--- config.mk ---
export PLATFORM = sky130hd
export DESIGN_NAME = nrth_queue
export DESIGN_NICKNAME = d
export VERILOG_FILES = /design/src/design/nrth_pkg.sv /design/src/design/nrth_queue.sv
export SDC_FILE = /design/constraint.sdc
export NUM_CORES = 1
export LEC_CHECK = 0
export BUFFER_PORTS_ARGS = -buffer_cell sky130_fd_sc_hd__buf_2
export CAP_MARGIN = 25
export CELL_PAD_IN_SITES_DETAIL_PLACEMENT = 0
export CELL_PAD_IN_SITES_GLOBAL_PLACEMENT = 1
export CORE_UTILIZATION = 44
export CTS_BUF_LIST = sky130_fd_sc_hd__clkbuf_16
export CTS_CLUSTER_SIZE = 12
export DETAILED_ROUTE_END_ITERATION = 6
export PLACE_DENSITY_LB_ADDON = 0.2
export SLEW_MARGIN = 20
export SYNTH_ARGS = -nofsm -noshare
export SYNTH_HDL_FRONTEND = slang
export SYNTH_SLANG_ARGS = --single-unit
export TNS_END_PERCENT = 50
--- constraint.sdc ---
create_clock -name clk -period 8.3 [get_ports clk]
set_clock_uncertainty 0.05 [all_clocks]
set_input_delay 0.83 -clock clk [delete_from_list [all_inputs] [get_ports clk]]
set_output_delay 0.83 -clock clk [all_outputs]
set_load 0.02 [all_outputs]
--- src/design/nrth_pkg.sv ---
// Package for the nearest ray/triangle hit block.
// Holds payload structs, register indexes, widths and saturation helpers.
// No dependencies.
package nrth_pkg;

  localparam int CW   = 32;          // coordinate width, Q16.16
  localparam int FB   = 16;          // fraction bits
  localparam int MW   = 16;          // mesh id width
  localparam int DW   = 31;          // distance width
  localparam int IW   = DW - FB;     // integer bits of distance
  localparam int PW   = 2 * CW - FB; // shifted product width
  localparam int SW   = PW + 2;      // dot product sum width
  localparam int MAGW = SW - 1;      // magnitude of a positive dot sum
  localparam int AW   = 5;           // APB address width

  localparam logic [2:0] REG_ORIGIN_X = 3'd0;
  localparam logic [2:0] REG_ORIGIN_Y = 3'd1;
  localparam logic [2:0] REG_ORIGIN_Z = 3'd2;
  localparam logic [2:0] REG_DIR_X    = 3'd3;
  localparam logic [2:0] REG_DIR_Y    = 3'd4;
  localparam logic [2:0] REG_DIR_Z    = 3'd5;

  localparam logic [DW-1:0] DIST_MAX = '1;

  typedef struct packed {
    logic signed [CW-1:0] v0_x;
    logic signed [CW-1:0] v0_y;
    logic signed [CW-1:0] v0_z;
    logic signed [CW-1:0] v1_x;
    logic signed [CW-1:0] v1_y;
    logic signed [CW-1:0] v1_z;
    logic signed [CW-1:0] v2_x;
    logic signed [CW-1:0] v2_y;
    logic signed [CW-1:0] v2_z;
    logic [MW-1:0]        mesh_id;
    logic                 last_triangle;
  } tri_t;

  typedef struct packed {
    logic                 hit_found;
    logic [DW-1:0]        hit_distance;
    logic signed [CW-1:0] hit_point_x;
    logic signed [CW-1:0] hit_point_y;
    logic signed [CW-1:0] hit_point_z;
    logic [MW-1:0]        hit_mesh;
  } hit_t;

  typedef struct packed {
    logic signed [CW-1:0] origin_x;
    logic signed [CW-1:0] origin_y;
    logic signed [CW-1:0] origin_z;
    logic signed [CW-1:0] dir_x;
    logic signed [CW-1:0] dir_y;
    logic signed [CW-1:0] dir_z;
  } ray_t;

  // classified triangle handed from front to back
  typedef struct packed {
    logic            ok;
    logic [MAGW-1:0] a;
    logic [MAGW-1:0] nt;
    logic [MW-1:0]   mesh;
    logic            last;
  } cand_t;

  function automatic logic signed [CW-1:0] sat_d(input logic signed [CW:0] x);
    logic signed [CW-1:0] r;
    if (x[CW] != x[CW-1]) r = x[CW] ? {1'b1, {(CW-1){1'b0}}} : {1'b0, {(CW-1){1'b1}}};
    else r = x[CW-1:0];
    return r;
  endfunction

  function automatic logic signed [CW-1:0] sat_p(input logic signed [PW:0] x);
    logic signed [CW-1:0] r;
    if ((&x[PW:CW-1]) || !(|x[PW:CW-1])) r = x[CW-1:0];
    else r = x[PW] ? {1'b1, {(CW-1){1'b0}}} : {1'b0, {(CW-1){1'b1}}};
    return r;
  endfunction

  // product shifted right by FB, floor
  function automatic logic signed [PW-1:0] qmul(input logic signed [CW-1:0] a,
                                                input logic signed [CW-1:0] b);
    logic signed [2*CW-1:0] p;
    p = a * b;
    return p[2*CW-1:FB];
  endfunction

endpackage

--- src/design/nrth_queue.sv ---
// Two-entry queue of classified triangles between front and back.
// Depends on nrth_pkg.
module nrth_queue import nrth_pkg::*; (
  input  logic  clk,
  input  logic  rst,
  input  logic  push,
  input  cand_t push_data,
  input  logic  pop,
  output cand_t head,
  output logic  empty,
  output logic  full
);

  cand_t      mem [2];
  logic       wptr, rptr;
  logic [1:0] count;

  assign empty = (count == 2'd0);
  assign full  = (count == 2'd2);
  assign head  = mem[rptr];

  always_ff @(posedge clk) begin
    if (push) mem[wptr] <= push_data;
    if (rst) begin
      wptr  <= 1'b0;
      rptr  <= 1'b0;
      count <= 2'd0;
    end else begin
      if (push) wptr <= ~wptr;
      if (pop)  rptr <= ~rptr;
      count <= count + {1'b0, push} - {1'b0, pop};
    end
  end

endmodule

==> After elaboration in Yosys (flattened, before gate mapping) <==
Memory sizes are Yosys's and may differ from the RTL's. A register that Yosys moved wholly into a read port is not among the register bits.
Index checks and enable logic that the tools add are counted.
{ "totals": {"ff_bits": 4, "latchBits": 0, "ramBits": 232, "mem_bits_ro": 0, "inputBits": 120, "output_inout_bits": 118, "word_cells": 14, "mem_count": 1} }
{ "classes": {"add_sub_neg": 2, "mul": 0, "div": 0, "n_lt_le_gt_ge": 0, "n_eq_ne": 1, "shift": 0, "mux": 4, "bitwise_logic": 2, "reduce_logical": 1} }
{ "memory_table": {"columns": ["memory", "words", "word_bits", "read_ports", "rd_clocked_by_memory_dff", "write_ports", "line_no", "text"], "rows": [
  ["mem", 2, 116, 1, 1, 1, "nrth_queue.sv:14", "cand_t mem [2];"]
]} }
{ "op_table": {"columns": ["cell", "n"], "rows": [
  ["1-bit two-way mux", 4],
  ["2-bit by 1-bit adder with 2-bit output", 1],
  ["2-bit equality test (second input constant)", 1],
  ["2-bit logical NOT", 1],
  ["1-bit inverter", 2],
  ["2-bit by 1-bit subtractor with 2-bit output", 1]
]} }

==> Longest topological paths before layout <==
{ "depth": {"ltp_word": 3, "depth_mapped": 6, "mapped_depth_nobuf": 6} }

==> Worst setup path after synthesis <==
No wires, ideal clock.
{ "synth_timing": {"path_type": "input port to flip-flop", "from": "input port push", "to": "memory mem[0][0] (netlist bit) (enable)", "setup_time_ns": 0.606, "arrival_time_ns": 5.866, "t_required_ns": 7.644, "slack_ns": 1.778, "stages": 1, "path_buffers": 0, "cell_sequence": "nor2b_1"} }
{ "synth_via": {"elab_chain_len": 2} }
{ "synth_lines": {"columns": ["item", "line_no", "text"], "rows": [
  ["start, declared", "nrth_queue.sv:6", "input logic push,"],
  ["1-bit two-way mux", "nrth_queue.sv:23", "if (push) mem[wptr] <= push_data;"],
  ["1-bit two-way mux (implied by the code)", "nrth_queue.sv:23", null],
  ["end, declared", "nrth_queue.sv:14", null]
]} }
Every way passes these cells.

==> metrics.txt <==
status completed; area leader, netlist edfxtp_1; Post-synth top flop edfxtp_1; Highest Clock Rate between 200 and 300 MHz; fin crit share 45.6%; final count of hold timing violations 0; global-route wire length before repair 24000 um; DRC viols 0; CP Class register to output port; Reg2Reg Depth 2; Vert. Die Dim 143 um; Post-CTS Setup Inserts 0; Final Wtd Congestion approximately 0.71; crit-path cells buf_4 > mux2_2 > buf_2; Max Cap Violations 0; Worst EP arrival 2.91 ns; synth cell count leaders 232 x edfxtp_1, 76 x mux2_2, 40 x mux2_4; Sink Count approximately 240; number of synthesized flops with an enable pin 232; static leakage power 4.22 nW; Post-Place Cells between 800 and 900; Min-Delay Path Depth 1; most common cell in the netlist edfxtp_1; GRT Util Overall 15.5%; DR vias/cell roughly 4.8; Syn Nets 504; #FFs+latches synth about 240; Syn-to-layout area delta 25.0%; Root Driver clkbuf_16; drt total wl roughly 16000 um; starting density of the core 44.9%; crit start category register; DR WL/cell between 15 and 20 um; clk_lat worst skew 0.50 ns; syn avg cell area 22.9 um2; die width 143 um; final net count 759; CTS Buf Count 25; fin crit period 3.79 ns; Slew headroom 31.2%; DRT Pass-1 Iters 4; slowest stage cell, crit path buf_4; TritonCTS clock tree built; DPL Wire Length 10400 um; total power after layout 2.75 mW; Synth async-reset ratio 0%; pwr dens roughly 250 nW/um2; Mapped Cells ~380; Area contributors post-synth edfxtp_1 80%, mux2_2 9.8%, mux2_4 6.9%; io pins roughly 240; required time of the worst setup path 7.42 ns; Slew Viols, Final 0; Routed Antenna Nets 0; largest net degree at the start of global routing 64; gr ovfl total 0; hold crit path type primary input to register; die area 20400 um2; setup TNS 0 ns; CP peak stage delay around 0.9 ns; VDD IR-drop max 0.167 mV; Yosys cell types 13; Seq/Total Area, Yosys 80.8%; CP max FO 63; Final Non-Filler Cells just over 900; Tightest Pin Transition 1.03 ns; Yosys Warn Count 0; H-Tree Depth 1; Iter 0 DRT Violations 169; total core area between 15000 and 20000 um2; Post-CTS Resized 0; share of cells above drive strength 1 approximately three fifths; Vias 4374; Synth top area share between 70 and 80%; Clock Pin Slew Worst Setup and Hold Paths 0.06 ns; FP Rows just over 50; setup violators final 0; final core utilization 56.1%; RSZ-0062 raised after global routing false; initial antenna violation count 2; CP Capture Type output port; Clock Path Buffers 3; synthesized area between 8000 and 9000 um2; hold_buf cts 0; I/O Buffers 237; vias in the first global route 4749; worst hold margin around 0.46 ns
==> kinds of logic (layout without fill, tap and decap cells) <==
group,count (synthesis),in the layout,share of synthesized area (%)
AND/OR/NAND/NOR,9,9,0.501
adder cells (fa/ha/maj),2,2,0.286
buffers and inverters,15,286,1.26
multiplexers,116,116,16.7
other,0,1,0
flip-flops,237,237,80.8
XOR/XNOR,3,3,0.458
==> cell type report <==
class | instances | area, um2
tap | 265 | 332
clock inverter | 18 | 97.6
timing repair buffer | 241 | 1220
fill | 1533 | 8540
inverter | 2 | 7.51
clock buffer | 25 | 626
antenna | 1 | 2.50
sequential | 237 | 7070
multi-input combinational | 130 | 1580
==> final timing paths <==
| check | from | endpoint | slack (ns) |
|---|---|---|---|
| min reg2reg | rptr$_SDFFE_PP0P_ | rptr$_SDFFE_PP0P_ | 0.47 |
| max | register | head[60] | 4.51 |
| min | push_data[38] | mem[0][38]$_DFFE_PP_ | 0.46 |
| max reg2reg | wptr$_SDFFE_PP0P_ | mem[1][41]$_DFFE_PP_ | 5.92 |
==> through the flow <==
stage          setup WS [ns]  area (um2)
6_report                4.51       10900
4_1_cts                 4.41       10900
3_5_place_dp            4.98       10200
5_1_grt                 4.33       10900
2_1_floorplan           1.78        8740
3_3_place_gp            5.03       10200
==> state kept, by name (all words and copies together) (netlist names), named ones only <==
register	flops
wptr	1
count	2
rptr	1
mem	232
==> routing by layer <==
metal / GRT usage (%) / share of wire [%]
met2: 26.5 / 48
met4: 5.55 / 3.1
met3: 6.07 / 10
met1: 17.5 / 39
met5: 0 / 0
==> power by group <==
group / leakage [nW] / internal, mW / switching [mW] / total [mW]
Clock: 0.393 / 0.570 / 0.408 / 0.978
Combinational: 1.60 / 0.148 / 0.193 / 0.341
Sequential: 2.22 / 1.40 / 0.0286 / 1.43
Total: 4.22 / 2.12 / 0.630 / 2.75
==> layout by cell type, fill, tap and decap left out, types with 4 or more instances in the layout <==
cell type,synthesis,routed
nor2_1,5,5
clkbuf_16,0,25
inv_1,2,12
mux2_2,76,76
clkinv_1,0,4
buf_4,0,4
edfxtp_1,232,232
dfxtp_1,5,4
buf_2,7,237
mux2_4,40,40
==> worst max-delay path: cells and delay by family (launching register included) <==
| family | cells | cell delay, ns |
|---|---|---|
| buffers and inverters | 2 | 1.06 |
| DFF | 1 | 0.85 |
| muxes | 1 | 0.43 |
Note: power is estimated with default switching activity, not from simulation.
