===== config.mk =====
export PLATFORM = sky130hd
export DESIGN_NAME = nrth_cfg
export DESIGN_NICKNAME = d
export VERILOG_FILES = /design/src/design/nrth_pkg.sv /design/src/design/nrth_cfg.sv
export SDC_FILE = /design/constraint.sdc
export NUM_CORES = 1
export LEC_CHECK = 0
export BUFFER_PORTS_ARGS = -buffer_cell sky130_fd_sc_hd__buf_2
export CORE_MARGIN = 2
export CORE_UTILIZATION = 54
export CTS_BUF_LIST = sky130_fd_sc_hd__clkbuf_4 sky130_fd_sc_hd__clkbuf_8
export CTS_CLUSTER_SIZE = 40
export DETAILED_ROUTE_END_ITERATION = 10
export PLACE_DENSITY = 0.95
export SYNTH_ARGS = -nofsm -noshare
export SYNTH_HDL_FRONTEND = slang
export SYNTH_SLANG_ARGS = --single-unit

===== constraint.sdc =====
create_clock -name clk -period 1.7 [get_ports clk]
set_input_delay 0.255 -clock clk [delete_from_list [all_inputs] [get_ports clk]]
set_output_delay 0.255 -clock clk [all_outputs]
set_load 0.01 [all_outputs]

===== src/design/nrth_pkg.sv =====
// Package for the nearest ray/triangle hit block.
// Holds payload structs, register indexes, widths and saturation helpers.
// No dependencies.
package nrth_pkg;

  localparam int CW   = 32;          // coordinate width, Q16.16
  localparam int FB   = 16;          // fraction bits
  localparam int MW   = 16;          // mesh id width
  localparam int DW   = 31;          // distance width
  localparam int IW   = DW - FB;     // integer bits of distance
  localparam int PW   = 2 * CW - FB; // shifted product width
  localparam int SW   = PW + 2;      // dot product sum width
  localparam int MAGW = SW - 1;      // magnitude of a positive dot sum
  localparam int AW   = 5;           // APB address width

  localparam logic [2:0] REG_ORIGIN_X = 3'd0;
  localparam logic [2:0] REG_ORIGIN_Y = 3'd1;
  localparam logic [2:0] REG_ORIGIN_Z = 3'd2;
  localparam logic [2:0] REG_DIR_X    = 3'd3;
  localparam logic [2:0] REG_DIR_Y    = 3'd4;
  localparam logic [2:0] REG_DIR_Z    = 3'd5;

  localparam logic [DW-1:0] DIST_MAX = '1;

  typedef struct packed {
    logic signed [CW-1:0] v0_x;
    logic signed [CW-1:0] v0_y;
    logic signed [CW-1:0] v0_z;
    logic signed [CW-1:0] v1_x;
    logic signed [CW-1:0] v1_y;
    logic signed [CW-1:0] v1_z;
    logic signed [CW-1:0] v2_x;
    logic signed [CW-1:0] v2_y;
    logic signed [CW-1:0] v2_z;
    logic [MW-1:0]        mesh_id;
    logic                 last_triangle;
  } tri_t;

  typedef struct packed {
    logic                 hit_found;
    logic [DW-1:0]        hit_distance;
    logic signed [CW-1:0] hit_point_x;
    logic signed [CW-1:0] hit_point_y;
    logic signed [CW-1:0] hit_point_z;
    logic [MW-1:0]        hit_mesh;
  } hit_t;

  typedef struct packed {
    logic signed [CW-1:0] origin_x;
    logic signed [CW-1:0] origin_y;
    logic signed [CW-1:0] origin_z;
    logic signed [CW-1:0] dir_x;
    logic signed [CW-1:0] dir_y;
    logic signed [CW-1:0] dir_z;
  } ray_t;

  // classified triangle handed from front to back
  typedef struct packed {
    logic            ok;
    logic [MAGW-1:0] a;
    logic [MAGW-1:0] nt;
    logic [MW-1:0]   mesh;
    logic            last;
  } cand_t;

  function automatic logic signed [CW-1:0] sat_d(input logic signed [CW:0] x);
    logic signed [CW-1:0] r;
    if (x[CW] != x[CW-1]) r = x[CW] ? {1'b1, {(CW-1){1'b0}}} : {1'b0, {(CW-1){1'b1}}};
    else r = x[CW-1:0];
    return r;
  endfunction

  function automatic logic signed [CW-1:0] sat_p(input logic signed [PW:0] x);
    logic signed [CW-1:0] r;
    if ((&x[PW:CW-1]) || !(|x[PW:CW-1])) r = x[CW-1:0];
    else r = x[PW] ? {1'b1, {(CW-1){1'b0}}} : {1'b0, {(CW-1){1'b1}}};
    return r;
  endfunction

  // product shifted right by FB, floor
  function automatic logic signed [PW-1:0] qmul(input logic signed [CW-1:0] a,
                                                input logic signed [CW-1:0] b);
    logic signed [2*CW-1:0] p;
    p = a * b;
    return p[2*CW-1:FB];
  endfunction

endpackage


===== src/design/nrth_cfg.sv =====
// APB register file holding the ray origin and direction.
// Depends on nrth_pkg.
module nrth_cfg import nrth_pkg::*; (
  input  logic          clk,
  input  logic          rst,
  input  logic          psel,
  input  logic          penable,
  input  logic          pwrite,
  input  logic [AW-1:0] paddr,
  input  logic [31:0]   pwdata,
  output logic [31:0]   prdata,
  output logic          pready,
  output ray_t          ray
);

  logic [2:0] idx;
  assign idx    = paddr[AW-1:2];
  assign pready = 1'b1;

  always_ff @(posedge clk) begin
    if (rst) begin
      ray <= '0;
    end else if (psel && penable && pwrite) begin
      unique case (idx)
        REG_ORIGIN_X: ray.origin_x <= pwdata;
        REG_ORIGIN_Y: ray.origin_y <= pwdata;
        REG_ORIGIN_Z: ray.origin_z <= pwdata;
        REG_DIR_X:    ray.dir_x    <= pwdata;
        REG_DIR_Y:    ray.dir_y    <= pwdata;
        REG_DIR_Z:    ray.dir_z    <= pwdata;
        default: ;
      endcase
    end
  end

  always_comb begin
    unique case (idx)
      REG_ORIGIN_X: prdata = ray.origin_x;
      REG_ORIGIN_Y: prdata = ray.origin_y;
      REG_ORIGIN_Z: prdata = ray.origin_z;
      REG_DIR_X:    prdata = ray.dir_x;
      REG_DIR_Y:    prdata = ray.dir_y;
      REG_DIR_Z:    prdata = ray.dir_z;
      default:      prdata = '0;
    endcase
  end

endmodule


=== Yosys cells after proc, flatten, opt, wreduce, memory -nomap -nowiden ===
Cells that the tools add are included.

* Memory bits (read-only): 0
* Bits in writable memories: 0
* Register bits after elaboration: 192
* Memories: 0
* Input bits: 42
* Output and inout port bits: 225
* Logic and storage cells: 21
* Latch bits: 0

* $lt $le $gt $ge: 0
* Reductions and logical operators: 9
* Bitwise logic cells: 0
* Muxes and demuxes: 1
* Eq/ne operators: 5
* Shift operators: 0
* Multiply operators: 0
* Div/mod/pow operators: 0
* $add $sub $neg: 0

{| class="wikitable"
|+ Operators with widths
! kind !! number
|-
| $pmux W32 S6 || 1
|-
| $reduce_and A2 Y1 || 6
|-
| $eq A3 B2 Y1 const B || 2
|-
| $eq A3 B3 Y1 const B || 2
|-
| $eq A3 B1 Y1 const B || 1
|-
| $logic_not A3 Y1 || 1
|-
| $logic_and A1 B1 Y1 || 2
|}

=== Logic depth before layout (Yosys ltp) ===
Gate-level depths: netlist (run 1).

* Depth in word-level cells: 3
* Depth in mapped cells: 7
* Mapped depth without buffers: 3

=== Worst setup path after synthesis (run 1) ===
Ideal clock, no wire load.

* Kind: input to output
* Start: input paddr[2]
* End: output prdata[0]
* Data required time: 1.445 ns
* Path slack: 0.181 ns
* Cell stages on the path: 5
* Path buffers: 2
* Data arrival time: 1.264 ns
* Cells stage by stage: buf_6 -> buf_2 -> nor2_1 -> a22oi_1 -> o21ai_0

* Word-level cells in the longest chain between the ends: 2
* Elaborated cells between the ends (all ways): 7
* Classes of those cells: 5 x eq/ne; 1 x mux; 1 x reduce/logical

{| class="wikitable"
|+ RTL lines
! what !! RTL line !! text
|-
| start, declared || nrth_cfg.sv:9 || <nowiki>input logic [AW-1:0] paddr,</nowiki>
|-
| $eq A3 B3 Y1, or another cell as far along || nrth_cfg.sv:37 || <nowiki>unique case (idx)</nowiki>
|-
| $pmux W32 S6 (*) || nrth_cfg.sv:37 ||
|-
| end, declared || nrth_cfg.sv:11 || <nowiki>output logic [31:0] prdata,</nowiki>
|}

Every way passes the cells marked *; elsewhere a longest branch is shown, timed or not.

=== Worst setup path after layout (run 1) ===
* Start: register ray[183] (netlist name)
* End: output prdata[23]

* Word-level cells in the longest chain between the ends: 1

{| class="wikitable"
|+ RTL lines
! what !! RTL line !! text
|-
| start, declared || nrth_cfg.sv:13 || <nowiki>output ray_t ray</nowiki>
|-
| $pmux W32 S6 || nrth_cfg.sv:37 ||
|}

No other way between the ends.

==> results of run 1 <==
power groups by stage:
stage / logic (uW) / registers, uW / clock network, uW
after global routing: 861 / 4560 / 3670
after CTS: 786 / 4550 / 3510
after floorplan: 409 / 4670 / 0
after detailed placement: 747 / 4660 / 0
final: 821 / 4560 / 3480
after global placement: 737 / 4660 / 0
routing by layer:
layer  track usage, %  wire length, um  up-vias  part of all wire [%]
met4            16.73             1265        0                   4.3
met5                0                0        -                     0
met3            7.521             1962       95                   6.7
met2            54.59            14520      350                    49
met1            36.72            11710     3943                    40
li1                 -                -     3640                     -
cells in the mapped netlist, types with 4 or more instances:
library cell / number / area share (%)
a21oi_1: 4 / 0.22
a221o_1: 10 / 1.1
a221oi_1: 4 / 0.38
a22oi_1: 12 / 0.99
a32oi_1: 8 / 0.77
buf_2: 12 / 0.66
buf_4: 17 / 1.4
buf_6: 4 / 0.49
clkbuf_1: 32 / 1.3
dfxtp_1: 192 / 42
inv_1: 11 / 0.45
mux2_2: 44 / 5.4
mux2i_1: 222 / 24
nand2_1: 11 / 0.45
nand2_2: 4 / 0.27
nand2b_1: 226 / 16
nor2b_1: 4 / 0.27
o21ai_0: 8 / 0.44
o221ai_1: 10 / 0.96
o32ai_1: 10 / 0.96
cells by family (layout without fill, tap and decap cells):
logic type      after synthesis  in the layout
compound gates               66             66
buf+inv                      81            416
flops                       192            192
mux                         266            266
other cells                   1              1
simple gates                255            255
worst paths after layout:
kind                endpoint  slack (ns)  cells after the start
setup / recovery  prdata[23]       -0.14                      4
setup reg to reg    ray[185]        0.89                      3
hold reg to reg       ray[2]        0.49                      2
hold / removal      ray[111]        0.17                      3
final cells by class:
cell class / instances / area share [%]
clock buffer: 17 / 1.920
clock inverter: 15 / 1.879
inverter: 11 / 0.3388
multi-input combinational: 588 / 41.58
sequential: 192 / 32.35
tap: 220 / 2.259
timing repair buffer: 373 / 19.68
worst register-to-register path: stages (launching register included):
cell and delay [ns]:
dfxtp_2 0.36, buf_4 0.12, nand2b_1 0.05, mux2i_1 0.19
metrics by stage:
| stage | cell area, um2 | setup slack (ns) | cells | util [%] |
|---|---|---|---|---|
| 2_1_floorplan | 9111 | 0.1806 | 861 | - |
| 3_3_place_gp | 10980 | -0.1704 | 1336 | 66.46 |
| 3_5_place_dp | 10980 | -0.1553 | 1336 | 66.46 |
| 4_1_cts | 11940 | -0.1200 | 1409 | 72.26 |
| 5_1_grt | 12190 | -0.2424 | 1416 | 73.76 |
| 6_report | 12190 | -0.1442 | 1416 | 73.76 |
what timing repair did:
| action | CTS | global route |
|---|---|---|
| setup endpoints to repair | 26 | 30 |
| hold endpoints to repair | 0 | 0 |
| hold buffers | 0 | 0 |
| pin swaps | 15 | 9 |
| setup buffers | 40 | 7 |
| gates cloned | 1 | 0 |
| gates resized for setup | 82 | 58 |
==> results.json, run 1 <==
{
  "synth_compound_area_share_pct": 5.823,
  "wirelength_um": 29460,
  "die_w_um": 133.9,
  "setup_ws_ns": -0.1442,
  "hold_path_startpoint": "pwdata[15]",
  "final.setup.tns_ns": -1.245,
  "finalSetupViolations": 21,
  "clock_sinks": 192,
  "port_buffers": 263,
  "crit_fanout": 2,
  "async_flop_share_pct": 0,
  "synth_nets": 903,
  "hold_viol": 0,
  "ys_seq_elements": 192,
  "syn_area_per_cell_um2": 10.58,
  "yosys-mux-area-fraction_pct": 29.83,
  "first_global_vias": 8187,
  "finalCriticalPeriod_ns": 1.844,
  "num_io_pins": 267,
  "ys_warn_count": 0,
  "synth_area_um2": 9111,
  "antenna_left": 0,
  "first_pass_iters": 4,
  "regMostFlops": "ray",
  "largest_register_ffs": 192,
  "critical_path.max_stage_delay_ns": 0.34,
  "swShare_pct": 24.53,
  "cts_root_buffer": "clkbuf_8",
  "fin_skew_ns": 0,
  "crit_buf_inv": 1,
  "coreArea_um2": 16520,
  "synth_edf_count": 0,
  "switching_power_uw": 2172,
  "grt_max_degree": 45,
  "fp-row-count": 47,
  "viasPerCell": 5.669,
  "register_area_um2": 3943,
  "synth_top_family_by_area": "multiplexers",
  "path_delay_family": "compound AO/OA/AOI/OAI gates",
  "reg.largest.list": "ray x192",
  "hpwlAfterDp_um": 19410,
  "place_congestion": 0.8235,
  "cts_tree": "built",
  "synthAdderAreaFrac_pct": 0,
  "grt_antenna_before_repair": 0,
  "cts-htree-levels": 4,
  "whs_ns": 0.1691,
  "clk_latency_ns": 0.46,
  "grt_usage_pct": 31.76,
  "cp.arrival_ns": 1.59,
  "critPathLaunchType": "flop",
  "drt_iter0_markers": 460,
  "mostFrequentLayoutCells": "buf_2, nand2b_1, mux2i_1, dfxtp_1, buf_4",
  "chipHeight_um": 133.9,
  "synth_seq_area_share_pct": 42.19,
  "wl_per_cell_um": 20.81,
  "p_seq_share_pct": 51.5,
  "vias": 8028,
  "syn_to_final_growth_pct": 33.77,
  "grt_pass1_wl_um": 44470,
  "critPathKind": "flop to output port",
  "clk_pin_slew_ns": 0.11,
  "syn_inst": 861,
  "synthSimpleGateAreaFrac_pct": 17.33,
  "slowest_stage": "dfxtp_2",
  "required_ns": 1.44,
  "failed_checks": "setup timing",
  "p_total_uw": 8853,
  "clock.fmax_mhz": 542.2,
  "die_area_um2": 17930,
  "startpoint": "ray[183]",
  "layout-drive-gt1-share_pct": 47.66,
  "gr-total-overflow": 0,
  "combPwrFrac_pct": 9.3,
  "cap_violations": 0,
  "end_kind": "output port",
  "outcome": "finished, violations left",
  "clockBufferDepth": 2,
  "cts_made_buffers": 17,
  "final_common_cell": "buf_2",
  "synth_cell_type_count": 31,
  "nets": 1225,
  "rsz0062_at_grt": "true",
  "fillers": 1090,
  "hold_class": "primary input to flop",
  "crit_chain": "mux2_4 > a221oi_2 > a21oi_1 > buf_2",
  "multi_input_comb_area_um2": 5067,
  "synthXorXnorAreaFrac_pct": 0,
  "synth-main-ff-cell": "dfxtp_1",
  "start_util_pct": 55.14,
  "drc": 0,
  "leakagePower_uw": 0.006506,
  "internal_power_uw": 6681,
  "diodes": 0,
  "maxSlewViolCount": 0,
  "ir_worst_vdd_v": 0.0005865,
  "power.density_nw_per_um2": 726.4,
  "period_share_pct": 108.5,
  "p_clk_share_pct": 39.3,
  "timing.rr.start": "ray[185]"
}
(Power assumes the default switching activity.)
==> run 2: changes to the inputs <==
--- a/config.mk
+++ b/config.mk
@@ -11,7 +11,7 @@
 export CTS_BUF_LIST = sky130_fd_sc_hd__clkbuf_4 sky130_fd_sc_hd__clkbuf_8
 export CTS_CLUSTER_SIZE = 40
 export DETAILED_ROUTE_END_ITERATION = 10
-export PLACE_DENSITY = 0.95
+export PLACE_DENSITY = 0.83
 export SYNTH_ARGS = -nofsm -noshare
 export SYNTH_HDL_FRONTEND = slang
 export SYNTH_SLANG_ARGS = --single-unit
==> run 2 against run 1 <==
The flow still finishes with violations (setup timing). Power down 2.9%. Die area did not move. Sequential cell count stayed put. Worst hold slack lost 0.0090 ns. Fmax is 0.79% lower. Wire length down 4.1%. Clock power down 6.3%. Register-to-register slack barely moved. Via count fell by 2.4%. Clock skew stayed put.
==> results.json, run 2 (synthesis gave the netlist of run 1 again) <==
{
  "fin_skew_ns": 0,
  "outcome": "finished, violations left",
  "holdPathStages": 3,
  "cp.arrival_ns": 1.60,
  "timing.rr.start": "ray[120]",
  "leakagePower_uw": 0.006437,
  "viasPerCell": 5.543,
  "layout-drive-gt1-share_pct": 47.44,
  "finalSetupViolations": 21,
  "first_pass_iters": 4,
  "p_total_uw": 8599,
  "dpl_cell_area_um2": 10930,
  "regToRegEndpoint": "ray[120]",
  "largest_register_ffs": 192,
  "die_area_um2": 17930,
  "place_congestion": 0.8253,
  "die_w_um": 133.9,
  "mostFrequentLayoutCells": "buf_2, nand2b_1, mux2i_1, dfxtp_1, buf_4",
  "final_common_cell": "buf_2",
  "cap_violations": 0,
  "critPathKind": "flop to output port",
  "crit_fanout": 2,
  "regMostFlops": "ray",
  "cts_root_buffer": "clkbuf_8",
  "hold_viol": 0,
  "cts-htree-levels": 4,
  "cts_tree": "built",
  "clk_pin_slew_ns": 0.10,
  "hold_class": "primary input to flop",
  "grt_usage_pct": 30.22,
  "grt_antenna_before_repair": 1,
  "cts_made_buffers": 17,
  "maxSlewViolCount": 0,
  "first_global_vias": 7818,
  "hold_path_startpoint": "pwdata[1]",
  "drt_iter0_markers": 501,
  "clk_latency_ns": 0.46,
  "coreArea_um2": 16520,
  "rr_worst_depth": 4,
  "nets": 1222,
  "clock.fmax_mhz": 537.9,
  "reg.largest.list": "ray x192",
  "num_io_pins": 267,
  "setup_ws_ns": -0.1589,
  "grt_max_degree": 80,
  "ir_worst_vdd_v": 0.0006297,
  "fp-row-count": 47,
  "wl_per_cell_um": 19.98,
  "fillers": 1183,
  "cts_hold_buf": 0,
  "start_util_pct": 55.14,
  "grt_pass1_wl_um": 42500,
  "wirelength_um": 28250,
  "clock_sinks": 192,
  "drc": 0,
  "rsz0062_at_grt": "true",
  "port_buffers": 263,
  "gr-total-overflow": 0,
  "period_share_pct": 109.3,
  "hpwlAfterDp_um": 18550,
  "required_ns": 1.44,
  "rrSetupSlack_ns": 0.88,
  "chipHeight_um": 133.9,
  "relSlewSlack_pct": 47.40,
  "dp_slack_ns": -0.04574,
  "antenna_left": 0,
  "syn_to_final_growth_pct": 32.86,
  "finalCriticalPeriod_ns": 1.859,
  "critPathLaunchType": "flop",
  "stdcell_area_um2": 12110,
  "power.density_nw_per_um2": 710.3,
  "failed_checks": "setup timing",
  "clockBufferDepth": 2,
  "end_kind": "output port",
  "min_to": "ray[129]",
  "tightestPinTransition_ns": 0.7881,
  "vias": 7838
}
## run 2: through the flow
stage / hold slack (ns) / std cells / TNS (ns) / util, %
2_1_floorplan: 0.5021 / 861 / 0 / -
3_3_place_gp: 0.4667 / 1327 / -0.1018 / 66.13
3_5_place_dp: 0.4758 / 1327 / -0.2535 / 66.13
4_1_cts: 0.1459 / 1401 / -1.061 / 71.74
5_1_grt: 0.1823 / 1414 / -2.421 / 73.26
6_report: 0.1601 / 1414 / -1.372 / 73.26
## run 2: worst max path at each step
stage | from | endpoint | slack [ns] | cells after the start
CTS | ray[137] | prdata[9] | -0.08 | 4
global placement | paddr[2] | prdata[4] | -0.02 | 5
floorplan | paddr[2] | prdata[0] | 0.18 | 5
finish | ray[127] | prdata[31] | -0.16 | 4
global route | ray[127] | prdata[31] | -0.20 | 4
detailed placement | paddr[3] | prdata[20] | -0.05 | 6
## run 2: layout make-up
cell class / count / area, um2 / area share (%)
timing repair buffer: 370 / 2359 / 19.48
antenna: 1 / 2.502 / 0.02067
sequential: 192 / 3945 / 32.59
inverter: 11 / 41.29 / 0.3411
clock inverter: 15 / 196.4 / 1.623
multi-input combinational: 588 / 5052 / 41.74
tap: 220 / 275.3 / 2.274
clock buffer: 17 / 234.0 / 1.933
## run 2: worst max-delay path: stages, from the launching register on
cell,delay [ns]
dfxtp_2,0.33
mux2_2,0.26
a32oi_1,0.24
o21ai_1,0.13
buf_2,0.17
## run 2: what timing repair did
item / CTS / global route
endpoints found under the setup margin: 29 / 30
endpoints found under the hold margin: 0 / 0
resized for setup: 84 / 48
cloned: 0 / 1
buffers inserted: 42 / 11
pin swaps: 13 / 10
## run 2: power by group
part,switching (uW),leakage (uW),internal (uW)
clock,1750,0.000213,1500
sequential,25.8,0.00159,4530
combinational,430,0.00464,361
total,2210,0.00644,6390
## run 2: metal layers
layer  GRT usage, %  up-vias  share of wire [%]
met1          37.01     3833                 41
li1               -     3625                  -
met4          14.48        0                3.8
met3          7.256       68                6.9
met2          50.11      312                 48
met5              0        -                  0
